--- src/sv/gdr_pkg.sv ---
package gdr_pkg;

    localparam int MAP_BITS       = 6;
    localparam int MAP_DIM        = 1 << MAP_BITS;
    localparam int MAP_DEPTH      = MAP_DIM * MAP_DIM;
    localparam int MX_W           = MAP_BITS + 2;
    localparam int MAX_SCREEN_DIM = 2048;
    localparam int LH_MAX         = 2 * MAX_SCREEN_DIM;
    localparam int LH_W           = $clog2(LH_MAX) + 1;
    localparam int DIV_NW         = 31;
    localparam int DIV_DW         = 48;
    localparam int SD_W           = 48;
    localparam int DD_W           = 41;
    localparam int CAM_W          = 28;
    localparam int RD_W           = 30;

    localparam logic [DD_W-1:0]   DELTA_INF = {1'b1, {(DD_W-1){1'b0}}};
    localparam logic [DIV_NW-1:0] ONE_Q30   = {1'b1, 30'b0};
    localparam logic [23:0]       DIST_MAX  = 24'hFFFFFF;

    localparam logic [1:0] DIV_CAM = 2'd0;
    localparam logic [1:0] DIV_DX  = 2'd1;
    localparam logic [1:0] DIV_DY  = 2'd2;
    localparam logic [1:0] DIV_LH  = 2'd3;

    localparam logic [2:0] CFG_POS_X   = 3'd0;
    localparam logic [2:0] CFG_POS_Y   = 3'd1;
    localparam logic [2:0] CFG_DIR_X   = 3'd2;
    localparam logic [2:0] CFG_DIR_Y   = 3'd3;
    localparam logic [2:0] CFG_PLANE_X = 3'd4;
    localparam logic [2:0] CFG_PLANE_Y = 3'd5;
    localparam logic [2:0] CFG_WIDTH   = 3'd6;
    localparam logic [2:0] CFG_HEIGHT  = 3'd7;

    typedef struct packed {
        logic        command;
        logic [5:0]  cell_x;
        logic [5:0]  cell_y;
        logic [7:0]  cell_value;
        logic [10:0] column;
    } t_in_word;

    typedef struct packed {
        logic [10:0] out_column;
        logic [10:0] draw_start;
        logic [10:0] draw_end;
        logic [7:0]  wall_type;
        logic        hit_side;
        logic [23:0] wall_distance;
        logic        left_map;
    } t_out_word;

    typedef struct packed {
        logic       accept_write;
        logic       accept_cast;
        logic       div_start;
        logic [1:0] div_sel;
        logic       cam_load;
        logic       mul_load;
        logic       rd_load;
        logic       dx_load;
        logic       dy_load;
        logic       sd_load;
        logic       step;
        logic       wall_load;
        logic       lh_load;
        logic       mark_left;
        logic       out_load;
    } t_cmd;

    typedef struct packed {
        logic div_done;
        logic start_out;
        logic step_out;
        logic wall_nz;
        logic out_free;
    } t_stat;

endpackage

--- src/sv/gdr_ctrl.sv ---
module gdr_ctrl
    import gdr_pkg::*;
(
    input  logic  i_clk,
    input  logic  i_rst_n,
    input  logic  i_in_valid,
    input  logic  i_in_command,
    input  t_stat i_stat,
    output logic  o_in_ready,
    output t_cmd  o_cmd
);

    localparam logic [3:0] S_IDLE     = 4'd0;
    localparam logic [3:0] S_CAM_GO   = 4'd1;
    localparam logic [3:0] S_CAM_WAIT = 4'd2;
    localparam logic [3:0] S_MUL      = 4'd3;
    localparam logic [3:0] S_RD       = 4'd4;
    localparam logic [3:0] S_CHECK    = 4'd5;
    localparam logic [3:0] S_DX_WAIT  = 4'd6;
    localparam logic [3:0] S_DY_GO    = 4'd7;
    localparam logic [3:0] S_DY_WAIT  = 4'd8;
    localparam logic [3:0] S_SD       = 4'd9;
    localparam logic [3:0] S_STEP     = 4'd10;
    localparam logic [3:0] S_TEST     = 4'd11;
    localparam logic [3:0] S_LH_GO    = 4'd12;
    localparam logic [3:0] S_LH_WAIT  = 4'd13;
    localparam logic [3:0] S_FIN      = 4'd14;

    logic [3:0] r_state, n_state;

    always_ff @(posedge i_clk) begin
        if (!i_rst_n) begin
            r_state <= S_IDLE;
        end else begin
            r_state <= n_state;
        end
    end

    assign o_in_ready = r_state == S_IDLE;

    always_comb begin
        n_state = r_state;
        o_cmd   = '0;
        unique case (r_state)
            S_IDLE: begin
                o_cmd.accept_write = i_in_valid && !i_in_command;
                o_cmd.accept_cast  = i_in_valid && i_in_command;
                if (i_in_valid && i_in_command) begin
                    n_state = S_CAM_GO;
                end
            end
            S_CAM_GO: begin
                o_cmd.div_start = 1'b1;
                o_cmd.div_sel   = DIV_CAM;
                n_state         = S_CAM_WAIT;
            end
            S_CAM_WAIT: begin
                if (i_stat.div_done) begin
                    o_cmd.cam_load = 1'b1;
                    n_state        = S_MUL;
                end
            end
            S_MUL: begin
                o_cmd.mul_load = 1'b1;
                n_state        = S_RD;
            end
            S_RD: begin
                o_cmd.rd_load = 1'b1;
                n_state       = S_CHECK;
            end
            S_CHECK: begin
                if (i_stat.start_out) begin
                    o_cmd.mark_left = 1'b1;
                    n_state         = S_FIN;
                end else begin
                    o_cmd.div_start = 1'b1;
                    o_cmd.div_sel   = DIV_DX;
                    n_state         = S_DX_WAIT;
                end
            end
            S_DX_WAIT: begin
                if (i_stat.div_done) begin
                    o_cmd.dx_load = 1'b1;
                    n_state       = S_DY_GO;
                end
            end
            S_DY_GO: begin
                o_cmd.div_start = 1'b1;
                o_cmd.div_sel   = DIV_DY;
                n_state         = S_DY_WAIT;
            end
            S_DY_WAIT: begin
                if (i_stat.div_done) begin
                    o_cmd.dy_load = 1'b1;
                    n_state       = S_SD;
                end
            end
            S_SD: begin
                o_cmd.sd_load = 1'b1;
                n_state       = S_STEP;
            end
            S_STEP: begin
                if (i_stat.step_out) begin
                    o_cmd.mark_left = 1'b1;
                    n_state         = S_FIN;
                end else begin
                    // map read is issued with the step
                    o_cmd.step = 1'b1;
                    n_state    = S_TEST;
                end
            end
            S_TEST: begin
                o_cmd.wall_load = 1'b1;
                n_state         = i_stat.wall_nz ? S_LH_GO : S_STEP;
            end
            S_LH_GO: begin
                o_cmd.div_start = 1'b1;
                o_cmd.div_sel   = DIV_LH;
                n_state         = S_LH_WAIT;
            end
            S_LH_WAIT: begin
                if (i_stat.div_done) begin
                    o_cmd.lh_load = 1'b1;
                    n_state       = S_FIN;
                end
            end
            S_FIN: begin
                if (i_stat.out_free) begin
                    o_cmd.out_load = 1'b1;
                    n_state        = S_IDLE;
                end
            end
            default: begin
                n_state = S_IDLE;
            end
        endcase
    end

endmodule

--- config.mk ---
export PLATFORM = sky130hd
export DESIGN_NAME = gdr_ctrl
export DESIGN_NICKNAME = d
export VERILOG_FILES = /design/src/sv/gdr_pkg.sv /design/src/sv/gdr_ctrl.sv
export SDC_FILE = /design/constraint.sdc
export NUM_CORES = 1
export LEC_CHECK = 0
export ABC_AREA = 1
export BUFFER_PORTS_ARGS = -buffer_cell sky130_fd_sc_hd__clkbuf_2
export CORE_AREA = 4 4 41 43
export DETAILED_ROUTE_END_ITERATION = 10
export DIE_AREA = 0 0 45 47
export GPL_TIMING_DRIVEN = 0
export PLACE_DENSITY_LB_ADDON = 0.05
export SLEW_MARGIN = 15
export SYNTH_ARGS = -nofsm -noshare
export SYNTH_HDL_FRONTEND = slang
export SYNTH_SLANG_ARGS = --single-unit
export TNS_END_PERCENT = 1
--- constraint.sdc ---
create_clock -name i_clk -period 1.6 [get_ports i_clk]
set_clock_uncertainty 0.2 [all_clocks]
set_input_delay 0.08 -clock i_clk [delete_from_list [all_inputs] [get_ports i_clk]]
set_output_delay 0.08 -clock i_clk [all_outputs]
set_load 0.01 [all_outputs]
# Word level (Yosys, flattened, before mapping)
# Cells that the tools add are included.
dict set report totals {
  ff_bits 4
  output_inout_bits 17
  in_bits 9
}
dict set report classes {
  mux 29
  eq_ne 20
  n_reduce_logical 5
}
# op n
set ops {}
lappend ops {{$pmux 4 s15} 1}
lappend ops {{$eq 4x4->1 const B} 7}
lappend ops {{$mux 4} 7}
lappend ops {{$eq 4x3->1 const B} 4}
lappend ops {{$mux 1} 15}
lappend ops {{$pmux 3 s4} 1}
lappend ops {{$ne 2x2->1 const B} 5}
lappend ops {{$mux 3} 3}
lappend ops {{$eq 4x2->1 const B} 2}
lappend ops {{$reduce_and 6->1} 1}
lappend ops {{$eq 4x1->1 const B} 1}
lappend ops {{$logic_not 4->1} 1}
lappend ops {{$logic_and 1x1->1} 2}
lappend ops {{$mux 2} 1}
lappend ops {{$ne 2x1->1 const B} 1}
lappend ops {{$pmux 1 s2} 1}
lappend ops {{$logic_not 1->1} 1}

# Depth between registers and ports, before layout
# Gate-level depths: netlist of the first run.
dict set report logic_depth {
  depth_word 3
  ltp_mapped 10
  mapped_depth_nobuf 9
}

# Worst setup path before layout of the first run
# OpenSTA, ideal clock, no wires.
dict set report synth_timing {
  path_type {reg-to-reg}
  from {reg r_state[2]}
  to {reg r_state[1]}
  stages_incl_launch_ff 8
  setup_slack_ps 221
  arrival_ps 1109
  setup_time_ps 70
  required_ps 1330
  path_cell_list {dfxtp_1 > inv_1 > nand2_1 > nor2_1 > nand2_1 > nand3_1 > nand2_1 > a21oi_1}
}
dict set report synth_via {
  elab_chain_cells 3
}
# element line
set synth_rtl {}
lappend synth_rtl {{from (decl)} gdr_ctrl.sv:29} ;# logic [3:0] r_state, n_state;
lappend synth_rtl {{from (signal assigned)} gdr_ctrl.sv:35} ;# r_state <= n_state;
lappend synth_rtl {{$eq 4x2->1 (tied with other cells)} gdr_ctrl.sv:44} ;# unique case (r_state)
lappend synth_rtl {{$ne 2x2->1 (no source line) or $ne 2x1->1 (tied branches)} -}
lappend synth_rtl {{$reduce_and 6->1 (no source line)} -}
# Parallel ways exist; a longest one is shown, timed or not.
# A chain may end at the register's enable or synchronous reset.

==> results by group, run 1 <==
Cells and area
  • Sequential Area: 88.8 sq um
  • Antenna cells: 0
  • P&R area growth vs syn: 48.4%
  • Area of the multi-input gates: 372 sq um
  • Nets@finish: 145
  • Layout cell share with drive strength beyond 1: 41.0%
  • Fillers: 156
  • Top reg by flops: r_state
  • Fin util: 58.1%
  • Commonest non-fill, non-tap cell in the layout: nand2_1
  • Biggest regs: r_state (4)
  • Most frequent cells in the layout: nand2_1, clkbuf_2, inv_1, nor2_1, nand3_1
  • Max reg flops: 4

Place
  • Placer Congestion: 0.825
  • Half-perimeter wire length after placement: 1230 microns
  • I/O Buffers: 25

Floorplan
  • Cell row count: 13
  • Die height: 47 microns
  • Die W: 45 microns
  • Die area: 2120 sq um
  • Core area: 1300 sq um
  • Initial Util: 39.1%
  • I/O pin total: 26

Setup path
  • Critical path data arrival time: 1280 ps
  • RR Startpoint: r_state[3]$_SDFFE_PN0P_
  • Worst Setup Start Kind: register
  • Worst setup path category: register to output port
  • Worst Setup End Kind: output port
  • Worst Path Required: 1320 ps
  • Worst Setup EP: o_cmd[1]
  • R2r setup slk: 90 ps
  • Worst-path fanout max: 5
  • Worst-case reg-to-reg path depth: 9
  • R2r endpoint: r_state[3]$_SDFFE_PN0P_
  • CP Launch Point: r_state[0]$_SDFFE_PN0P_

Logic synthesis
  • Syn_nets: 111
  • Mean Syn Cell Area: 4.99 sq um
  • Synth unique cells: 16
  • Cell taking the most area after synthesis: nand2_1
  • Synth top area cells: nand2_1, dfxtp_1, inv_1
  • Flop and latch count out of synthesis: 4
  • Top-area cell type share of the netlist area: 19.9%
  • Mapped cell area: 509 sq um
  • Synth Warn #: 0
  • Sequential share of the synthesized area: 15.7%
  • Post-synthesis instance total: 102

Power
  • Lkg Pwr: 0.444 nW
  • Power Density: 1110 nW/um^2
  • Sequential Power Share: 22.9%
  • Clock network power share: 14.7%
  • Peak VDD IR: 0.000460 V
  • Net Sw Frac: 51.4%
  • Psw: 431 uW
  • Combinational share of power: 62.4%
  • Internal power: 408 uW

STA
  • Worst-Margin Slew: 268 ps
  • RSZ-0062 raised after global routing: true
  • Final Cycle Share: 97.3%
  • Hold_ws: 42.5 ps
  • Fin crit period: 1560 ps
  • Final Hold Viols: 0
  • Achievable frequency: 642 MHz
  • Slew Viols, Final: 0
  • Final Setup Violations: 0
  • Rel. slew slack: 82.0%

Hold path
  • HP Class: input port to register

Route
  • Detailed Route WL: 1590 microns
  • Routed via count: 714
  • Via-to-Cell Ratio: 4.79
  • Routed wire length per instance: 10.7 microns
  • Routed Antenna Nets: 0
  • 1st-iter DRT viols: 7
  • Final routed DRC violation total: 0
  • Drt first pass iters: 4

Global route
  • Gr ovfl total: 0
  • Number of global-route vias before repair: 603
  • Initial antenna violation count: 0
  • Tot GR Track Use: 15.5%
  • Largest net degree at the start of global routing: 10
  • Global-route wire length before repair: 2460 microns

Clock tree
  • Longest Clk Path Bufs: 2
  • H-tree depth: 1
  • Clock-pin slew on the worst setup and hold paths: 40 ps
  • CTS tree: yes
  • Clock insertion delay at the later pin of the skew report: 230 ps
  • Root buf cell: clkbuf_4
  • CTS Buf Count: 3
  • Clock Sinks: 4

Job
  • Max cap viols: 0

Status
  • Status: complete, no violations
cell usage after synthesis:
cell      number
nand2_1       27
inv_1         19
nor2_1        19
nand3_1        9
dfxtp_1        4
nor2_2         4
nor3_1         4
a21oi_1        3
inv_2          3
o21ai_0        3
nand3_2        2
buf_4          1
nand2_2        1
nor4_1         1
o211ai_1       1
or2_2          1
critical path, stage by stage (launching register included):
cell and delay [ps]:
dfxtp_4 370, inv_2 60, nand2_1 160, nor3_2 70, or2_2 270, clkbuf_2 130
cell families after synthesis:
kind of cell / share of synthesized area [%]
compound gates: 7.37
buf+inv: 17.7
flops: 15.7
simple gates: 59.2
timing repair:
| item | 4_1_cts | 5_1_grt |
|---|---|---|
| pin swaps | 0 | 2 |
| setup buffers | 0 | 3 |
| gates cloned | 0 | 0 |
| hold buffers | 1 | 0 |
| gates resized for setup | 8 | 15 |
| endpoints found under the hold margin | 4 | 0 |
| setup endpoints to repair | 7 | 8 |
worst min-delay path by stage:
stage,startpoint,to,slack [ps],depth (start not counted)
after floorplan,i_in_command,o_cmd[15],8,1
after global placement,i_rst_n,r_state[3]$_SDFFE_PN0P_,130,3
after detailed placement,i_rst_n,r_state[3]$_SDFFE_PN0P_,130,3
after CTS,i_stat[1],r_state[1]$_SDFFE_PN0P_,40,6
after global routing,i_stat[1],r_state[2]$_SDFFE_PN0P_,80,5
final,i_stat[1],r_state[1]$_SDFFE_PN0P_,40,6
per-stage QoR:
stage	instances	worst slack, ps	total power, mW	area, sq um	setup TNS, ps
after floorplan	102	221	0.517	509	0
after global placement	142	113	0.652	653	0
after detailed placement	142	98.4	0.660	653	0
after CTS	146	-24.5	0.806	702	-25.7
after global routing	149	-30.2	0.928	756	-92.5
final	149	42.8	0.838	756	0
cell type report:
type                    instances  share of cell area (%)
plain buffers                   1                    1.49
clock buffers                   3                    2.98
inverters                      22                    11.3
multi-input cells              75                    49.2
flip-flops and latches          4                    11.8
well taps                      15                    2.48
repair buffers                 29                    20.9
layer usage:
| metal | global-route usage [%] | vias to the layer above | wire [microns] |
|---|---|---|---|
| met2 | 26.8 | 23 | 781 |
| met5 | 0 | - | 0 |
| met4 | 0 | 0 | 0 |
| met3 | 4.60 | 0 | 91 |
| li1 | - | 377 | - |
| met1 | 20.2 | 314 | 718 |
power by group through the flow:
stage | logic, mW | clock network, mW | registers, mW
after floorplan | 0.357 | 0 | 0.160
after global placement | 0.484 | 0 | 0.168
after detailed placement | 0.491 | 0 | 0.169
after CTS | 0.502 | 0.126 | 0.178
after global routing | 0.598 | 0.134 | 0.197
final | 0.523 | 0.123 | 0.192
(Power assumes the default switching activity.)
==> run 2, diff against run 1 <==
--- a/config.mk
+++ b/config.mk
@@ -5,7 +5,6 @@
 export SDC_FILE = /design/constraint.sdc
 export NUM_CORES = 1
 export LEC_CHECK = 0
-export ABC_AREA = 1
 export BUFFER_PORTS_ARGS = -buffer_cell sky130_fd_sc_hd__clkbuf_2
 export CORE_AREA = 4 4 41 43
 export DETAILED_ROUTE_END_ITERATION = 10
==> results by group, run 2 <==
Clock tree
  • CTS Buf Count: 3 (unchanged)
  • Clock Sinks: 4 (unchanged)
  • Clock insertion delay at the later pin of the skew report: 240 ps (about the same)
  • Clock-pin slew on the worst setup and hold paths: 40 ps (about the same)
  • Root buf cell: clkbuf_4
  • H-tree depth: 1 (unchanged)
  • CTS tree: yes
  • Longest Clk Path Bufs: 2 (unchanged)

Cells and area
  • Layout cell share with drive strength beyond 1: 48.0% (+7.0 points)
  • Final instance area: 757 sq um (+0.17%)
  • Fillers: 131 (-16%)
  • Most frequent cells in the layout: clkbuf_2, nor2_1, nand2_1, buf_2, clkbuf_4
  • Antenna cells: 0 (unchanged)
  • Max reg flops: 4 (unchanged)
  • Top reg by flops: r_state
  • Nets@finish: 113 (-22%)
  • Commonest non-fill, non-tap cell in the layout: clkbuf_2
  • P&R area growth vs syn: 50.5%
  • Biggest regs: r_state (4)

Logic synthesis
  • Synth unique cells: 34 (+18)
  • Syn_nets: 80 (-28%)
  • Cell taking the most area after synthesis: dfxtp_1
  • Ys flop type: dfxtp_1
  • Asr flop ratio synth: 0% (unchanged)
  • Mapped cell area: 503 sq um (-1.2%)
  • Post-synth EDFFs: 0 (unchanged)
  • Mean Syn Cell Area: 7.08 sq um (+42%)
  • Synth Warn #: 0 (unchanged)
  • Top-area cell type share of the netlist area: 15.9% (-4.0 points)
  • Flop and latch count out of synthesis: 4 (unchanged)
  • Synth top area cells: dfxtp_1, nor2_1, nand2_1
  • Post-synthesis instance total: 71 (-30%)
  • Post-synth top cells: nor2_1, nand2_1, dfxtp_1, inv_1, nand2b_1
  • Sequential share of the synthesized area: 15.9% (+0.20 points)
  • Most frequent cell after synthesis: nor2_1

Place
  • Placed Area: 647 sq um (-0.96%)
  • Placer Congestion: 0.763 (-7.5%)
  • Half-perimeter wire length after placement: 1080 microns (-12%)
  • Pre-CTS WS: -154 ps (-253 ps)
  • I/O Buffers: 25 (unchanged)

STA
  • Final Cycle Share: 108% (+11 points)
  • Fin crit period: 1730 ps (+178 ps)
  • Slew Viols, Final: 0 (unchanged)
  • Rel. slew slack: 75.4% (-6.6 points)
  • Hold_ws: 20.3 ps (-22.2 ps)
  • Final Hold Viols: 0 (unchanged)
  • RSZ-0062 raised after global routing: true
  • Final Setup Violations: 11 (+11)
  • Worst-Margin Slew: 366 ps (+98.6 ps)
  • Final worst slack: -135 ps (-178 ps)
  • Achievable frequency: 576 MHz (-10%)

Route
  • Detailed Route WL: 1450 microns (-8.7%)
  • Routed Antenna Nets: 0 (unchanged)
  • Routed via count: 658 (-7.8%)
  • 1st-iter DRT viols: 20 (+13)
  • Routed wire length per instance: 12.4 microns (+16%)
  • Drt first pass iters: 4 (unchanged)
  • Final routed DRC violation total: 0 (unchanged)
  • Via-to-Cell Ratio: 5.62 (+17%)

Power
  • Lkg Pwr: 0.351 nW (-21%)
  • Peak VDD IR: 0.000314 V (-32%)
  • Power Total: 448 uW (-47%)
  • Power Density: 591 nW/um^2 (-47%)

Setup path
  • Worst Setup Start Kind: register
  • Family with the most delay on the worst path: simple AND/OR/NAND/NOR gates
  • Worst-path fanout max: 9 (+4)
  • Worst Path Required: 1580 ps (+260 ps)
  • Critical path data arrival time: 1710 ps (+430 ps)
  • Worst setup path category: register to register
  • Slowest-stage cell, CP: or4b_4
  • Crit-path cells: or4b_4 -> a31oi_4 -> or2_4 -> o221a_1
  • CP peak stage delay: 550 ps (+180 ps)
  • Worst Setup End Kind: register
  • Worst Path Buf+Inv: 0 (-2)

Status
  • Status: complete, but fails checks
  • Failing checks: negative setup slack

Global route
  • Gr ovfl total: 0 (unchanged)
  • Number of global-route vias before repair: 555 (-8.0%)
  • Global-route wire length before repair: 2350 microns (-4.5%)
  • Largest net degree at the start of global routing: 11 (+1)
  • Tot GR Track Use: 15.4% (-0.024 points)
  • Initial antenna violation count: 0 (unchanged)

Floorplan
  • Cell row count: 13 (unchanged)
  • Die W: 45 microns (unchanged)
  • Die area: 2120 sq um (unchanged)
  • Core area: 1300 sq um (unchanged)
  • Initial Util: 38.7% (-0.48 points)
  • Die height: 47 microns (unchanged)
  • I/O pin total: 26 (unchanged)

Job
  • Max cap viols: 0 (unchanged)

Hold path
  • HP Class: input port to register
-- run 2: cell count changes in the layout (fill, tap and decap cells not counted), sizes merged, moves of 3 or more --
cell,change
nand3,-9
o31ai,+3
inv,-18
buf,+4
nor2,-14
nand2b,+4
nand2,-21
nand3b,+3
-- run 2: cell families after synthesis --
family,count (synthesis),synth area share [%]
AO/OA/AOI/OAI,20,32.8
buffers and inverters,10,9.20
flip-flops,4,15.9
AND/OR/NAND/NOR,37,42.0
-- run 2: routing by layer --
layer,vias up,global-route usage [%],wire length (microns)
met4,0,8.77,38
met3,5,4.60,99
met1,303,18.5,609
met2,26,24.6,706
li1,324,-,-
met5,-,0,0
-- run 2: per-stage QoR --
step                      utilization [%]  instances  setup TNS (ps)
final                                58.2        117            -692
after detailed placement             49.7        111            -642
after global placement               49.7        111            -723
after global routing                 58.2        117           -1660
after CTS                            55.0        116           -1080
after floorplan                         -         71            -223
-- run 2: area by class of cell --
| class | count | area, sq um | area share, % |
|---|---|---|---|
| Sequential cell | 4 | 88.8 | 11.7 |
| Clock buffer | 3 | 22.5 | 2.98 |
| Inverter | 4 | 15.0 | 1.98 |
| Timing Repair Buffer | 29 | 160 | 21.2 |
| Multi-Input combinational cell | 57 | 404 | 53.4 |
| Buffer | 5 | 47.5 | 6.28 |
| Tap cell | 15 | 18.8 | 2.48 |
-- run 2: timing repair --
item                                    CTS  global route
hold buffers                              2             0
hold endpoints to repair                  4             0
setup buffers                             0             2
gates cloned                              0             0
endpoints found under the setup margin   18            17
pin swaps                                 1             5
resized for setup                        12            16
-- run 2: path summary, 6_finish.rpt --
path | depth (start not counted) | slack (ps) | endpoint | startpoint
worst max-delay path | 4 | -130 | r_state[3]$_SDFFE_PN0P_ | r_state[2]$_SDFFE_PN0P_
worst max register to register | 4 | -130 | r_state[3]$_SDFFE_PN0P_ | r_state[2]$_SDFFE_PN0P_
worst min-delay path | 4 | 20 | r_state[0]$_SDFFE_PN0P_ | i_stat[2]
worst min register to register | 2 | 490 | r_state[0]$_SDFFE_PN0P_ | r_state[3]$_SDFFE_PN0P_
-- run 2: report_power, final --
group | switching (mW) | total [mW] | internal (mW)
Sequential | 0.0104 | 0.118 | 0.107
Clock | 0.0433 | 0.127 | 0.0840
Combinational | 0.103 | 0.203 | 0.0999
Total | 0.157 | 0.448 | 0.291
-- run 2: worst register-to-register path: stages, from the launching register on --
cell	delay [ps]
dfxtp_2	370
or4b_4	550
a31oi_4	210
or2_4	160
o221a_1	180
==> run 3, diff against run 2 <==
==> constraint.sdc (replaced) <==
create_clock -name i_clk -period 1.8 [get_ports i_clk]
set_clock_uncertainty 0.2 [all_clocks]
set_input_delay 0.09 -clock i_clk [delete_from_list [all_inputs] [get_ports i_clk]]
set_output_delay 0.09 -clock i_clk [all_outputs]
set_load 0.01 [all_outputs]
==> results by group, run 3 (synthesized netlist as in run 2, its figures left out) <==
Cells and area
  • P&R area growth vs syn: 39.6%
  • Top reg by flops: r_state
  • Most frequent cells in the layout: clkbuf_2, nor2_1, nand2_1, clkbuf_4, inv_1
  • Commonest non-fill, non-tap cell in the layout: clkbuf_2
  • Area of the multi-input gates: 379 sq um (-6.2%)
  • Biggest regs: r_state (4)
  • Fillers: 133 (+1.5%)
  • Nets@finish: 112 (-0.88%)
  • Layout cell share with drive strength beyond 1: 41.6% (-6.5 points)
  • Max reg flops: 4 (unchanged)
  • Antenna cells: 0 (unchanged)
  • Sequential Area: 82.6 sq um (-7.0%)

Job
  • Max cap viols: 0 (unchanged)

Setup path
  • Worst-path fanout max: 10 (+1)
  • R2r setup slk: 40 ps (+170 ps)
  • R2r endpoint: r_state[3]$_SDFFE_PN0P_
  • Critical path data arrival time: 1490 ps (-220 ps)
  • Worst Setup Start Kind: register
  • Worst setup path category: register to output port
  • Worst Path Required: 1510 ps (-70 ps)
  • Worst-case reg-to-reg path depth: 5 (+1)
  • Worst Setup End Kind: output port
  • RR Startpoint: r_state[2]$_SDFFE_PN0P_

Power
  • Net Sw Frac: 35.5% (+0.53 points)
  • Combinational share of power: 42.1% (-3.2 points)
  • Sequential Power Share: 27.9% (+1.6 points)
  • Psw: 134 uW (-14%)
  • Lkg Pwr: 0.330 nW (-6.0%)
  • Power Density: 540 nW/um^2 (-8.7%)
  • Peak VDD IR: 0.000235 V (-25%)
  • Clock network power share: 30.0% (+1.6 points)
  • Internal power: 244 uW (-16%)

Clock tree
  • Clock-pin slew on the worst setup and hold paths: 40 ps (about the same)
  • H-tree depth: 1 (unchanged)
  • Post-CTS Repair Setup Buffers: 0 (unchanged)
  • CTS Buf Count: 3 (unchanged)
  • Clock Sinks: 4 (unchanged)
  • Clock insertion delay at the later pin of the skew report: 240 ps (about the same)
  • Longest Clk Path Bufs: 2 (unchanged)
  • Root buf cell: clkbuf_4
  • CTS tree: yes

Floorplan
  • Die area: 2120 sq um (unchanged)
  • Die height: 47 microns (unchanged)
  • Core area: 1300 sq um (unchanged)
  • Cell row count: 13 (unchanged)
  • Die W: 45 microns (unchanged)
  • Initial Util: 38.7% (unchanged)
  • I/O pin total: 26 (unchanged)

STA
  • Final Setup Violations: 0 (-11)
  • Final worst slack: 17.5 ps (+152 ps)
  • Slew Viols, Final: 0 (unchanged)
  • Hold_ws: 46.7 ps (+26.4 ps)
  • Rel. slew slack: 74.8% (-0.57 points)
  • Final Cycle Share: 99.0%
  • Achievable frequency: 561 MHz
  • Fin crit period: 1780 ps
  • Final Hold Viols: 0 (unchanged)
  • Worst-Margin Slew: 375 ps (+8.48 ps)
  • RSZ-0062 raised after global routing: true

Route
  • Routed Antenna Nets: 0 (unchanged)
  • Final routed DRC violation total: 0 (unchanged)
  • Routed via count: 643 (-2.3%)
  • Drt first pass iters: 4 (unchanged)
  • Detailed Route WL: 1470 microns (+1.2%)
  • 1st-iter DRT viols: 20 (unchanged)
  • Via-to-Cell Ratio: 5.54 (-1.4%)
  • Routed wire length per instance: 12.7 microns (+2.1%)

Global route
  • Global-route wire length before repair: 2330 microns (-0.90%)
  • Initial antenna violation count: 0 (unchanged)
  • Largest net degree at the start of global routing: 11 (unchanged)
  • Number of global-route vias before repair: 562 (+1.3%)
  • Tot GR Track Use: 15.1% (-0.32 points)
  • Gr ovfl total: 0 (unchanged)

Place
  • I/O Buffers: 25 (unchanged)
  • Pre-CTS WS: 47.6 ps (+202 ps)
  • Placer Congestion: 0.759 (-0.50%)
  • Half-perimeter wire length after placement: 1110 microns (+2.0%)

Hold path
  • HP Class: input port to register
  • Hold Path Sink: r_state[0]$_SDFFE_PN0P_
  • Hold path cells: 4 (unchanged)
  • Hold_sp: i_stat[2]

Status
  • Status: complete, no violations
run 3: what timing repair did:
action                                  4_1_cts  5_1_grt
hold endpoints to repair                      4        0
gates resized for setup                       4        7
endpoints found under the setup margin        5       13
hold buffers                                  2        0
run 3: through the flow:
| stage | util, % | cell area, sq um | setup TNS (ps) | power, mW | std cells |
|---|---|---|---|---|---|
| after floorplan | - | 503 | 0 | 0.211 | 71 |
| after global placement | 49.7 | 647 | 0 | 0.260 | 111 |
| after detailed placement | 49.7 | 647 | 0 | 0.258 | 111 |
| after CTS | 53.5 | 696 | 0 | 0.378 | 116 |
| after global routing | 53.9 | 702 | -129 | 0.404 | 116 |
| final | 53.9 | 702 | 0 | 0.379 | 116 |
run 3: critical path, cell delays in order, from the launching register on:
cell	delay, ps
dfxtp_2	400
clkbuf_4	220
nand3b_1	110
o21ai_0	90
and2_1	170
a21o_1	140
clkbuf_2	120
run 3: final cells by class:
type	instances	share of cell area, %
Inverter	4	2.14
Sequential cell	4	11.8
Clock buffer	3	3.21
Tap cell	15	2.67
Timing Repair Buffer	27	20.7
Buffer	6	5.53
Multi-Input combinational cell	57	54.0
run 3: worst max-delay path by stage:
stage | from | end | slack, ps | depth (start not counted)
finish | r_state[3]$_SDFFE_PN0P_ | o_cmd[13] | 20 | 6
global route | r_state[3]$_SDFFE_PN0P_ | o_cmd[13] | -70 | 6
CTS | r_state[2]$_SDFFE_PN0P_ | o_cmd[8] | 2 | 5
detailed placement | r_state[3]$_SDFFE_PN0P_ | r_state[3]$_SDFFE_PN0P_ | 50 | 4
global placement | r_state[3]$_SDFFE_PN0P_ | r_state[3]$_SDFFE_PN0P_ | 50 | 4
floorplan | r_state[1]$_SDFFE_PN0P_ | r_state[3]$_SDFFE_PN0P_ | 120 | 5
run 3: power groups by stage:
stage,logic [mW],clock network [mW],registers [mW]
after floorplan,0.108,0,0.103
after global placement,0.154,0,0.106
after detailed placement,0.153,0,0.105
after CTS,0.158,0.115,0.104
after global routing,0.176,0.122,0.107
final,0.160,0.114,0.106
run 3: routing by layer:
layer / vias to the layer above / global-route usage, % / part of all wire (%)
li1: 324 / - / -
met1: 293 / 19.9 / 47
met2: 24 / 23.4 / 45
met3: 2 / 1.15 / 6.5
met4: 0 / 10.5 / 1.3
met5: - / 0 / 0
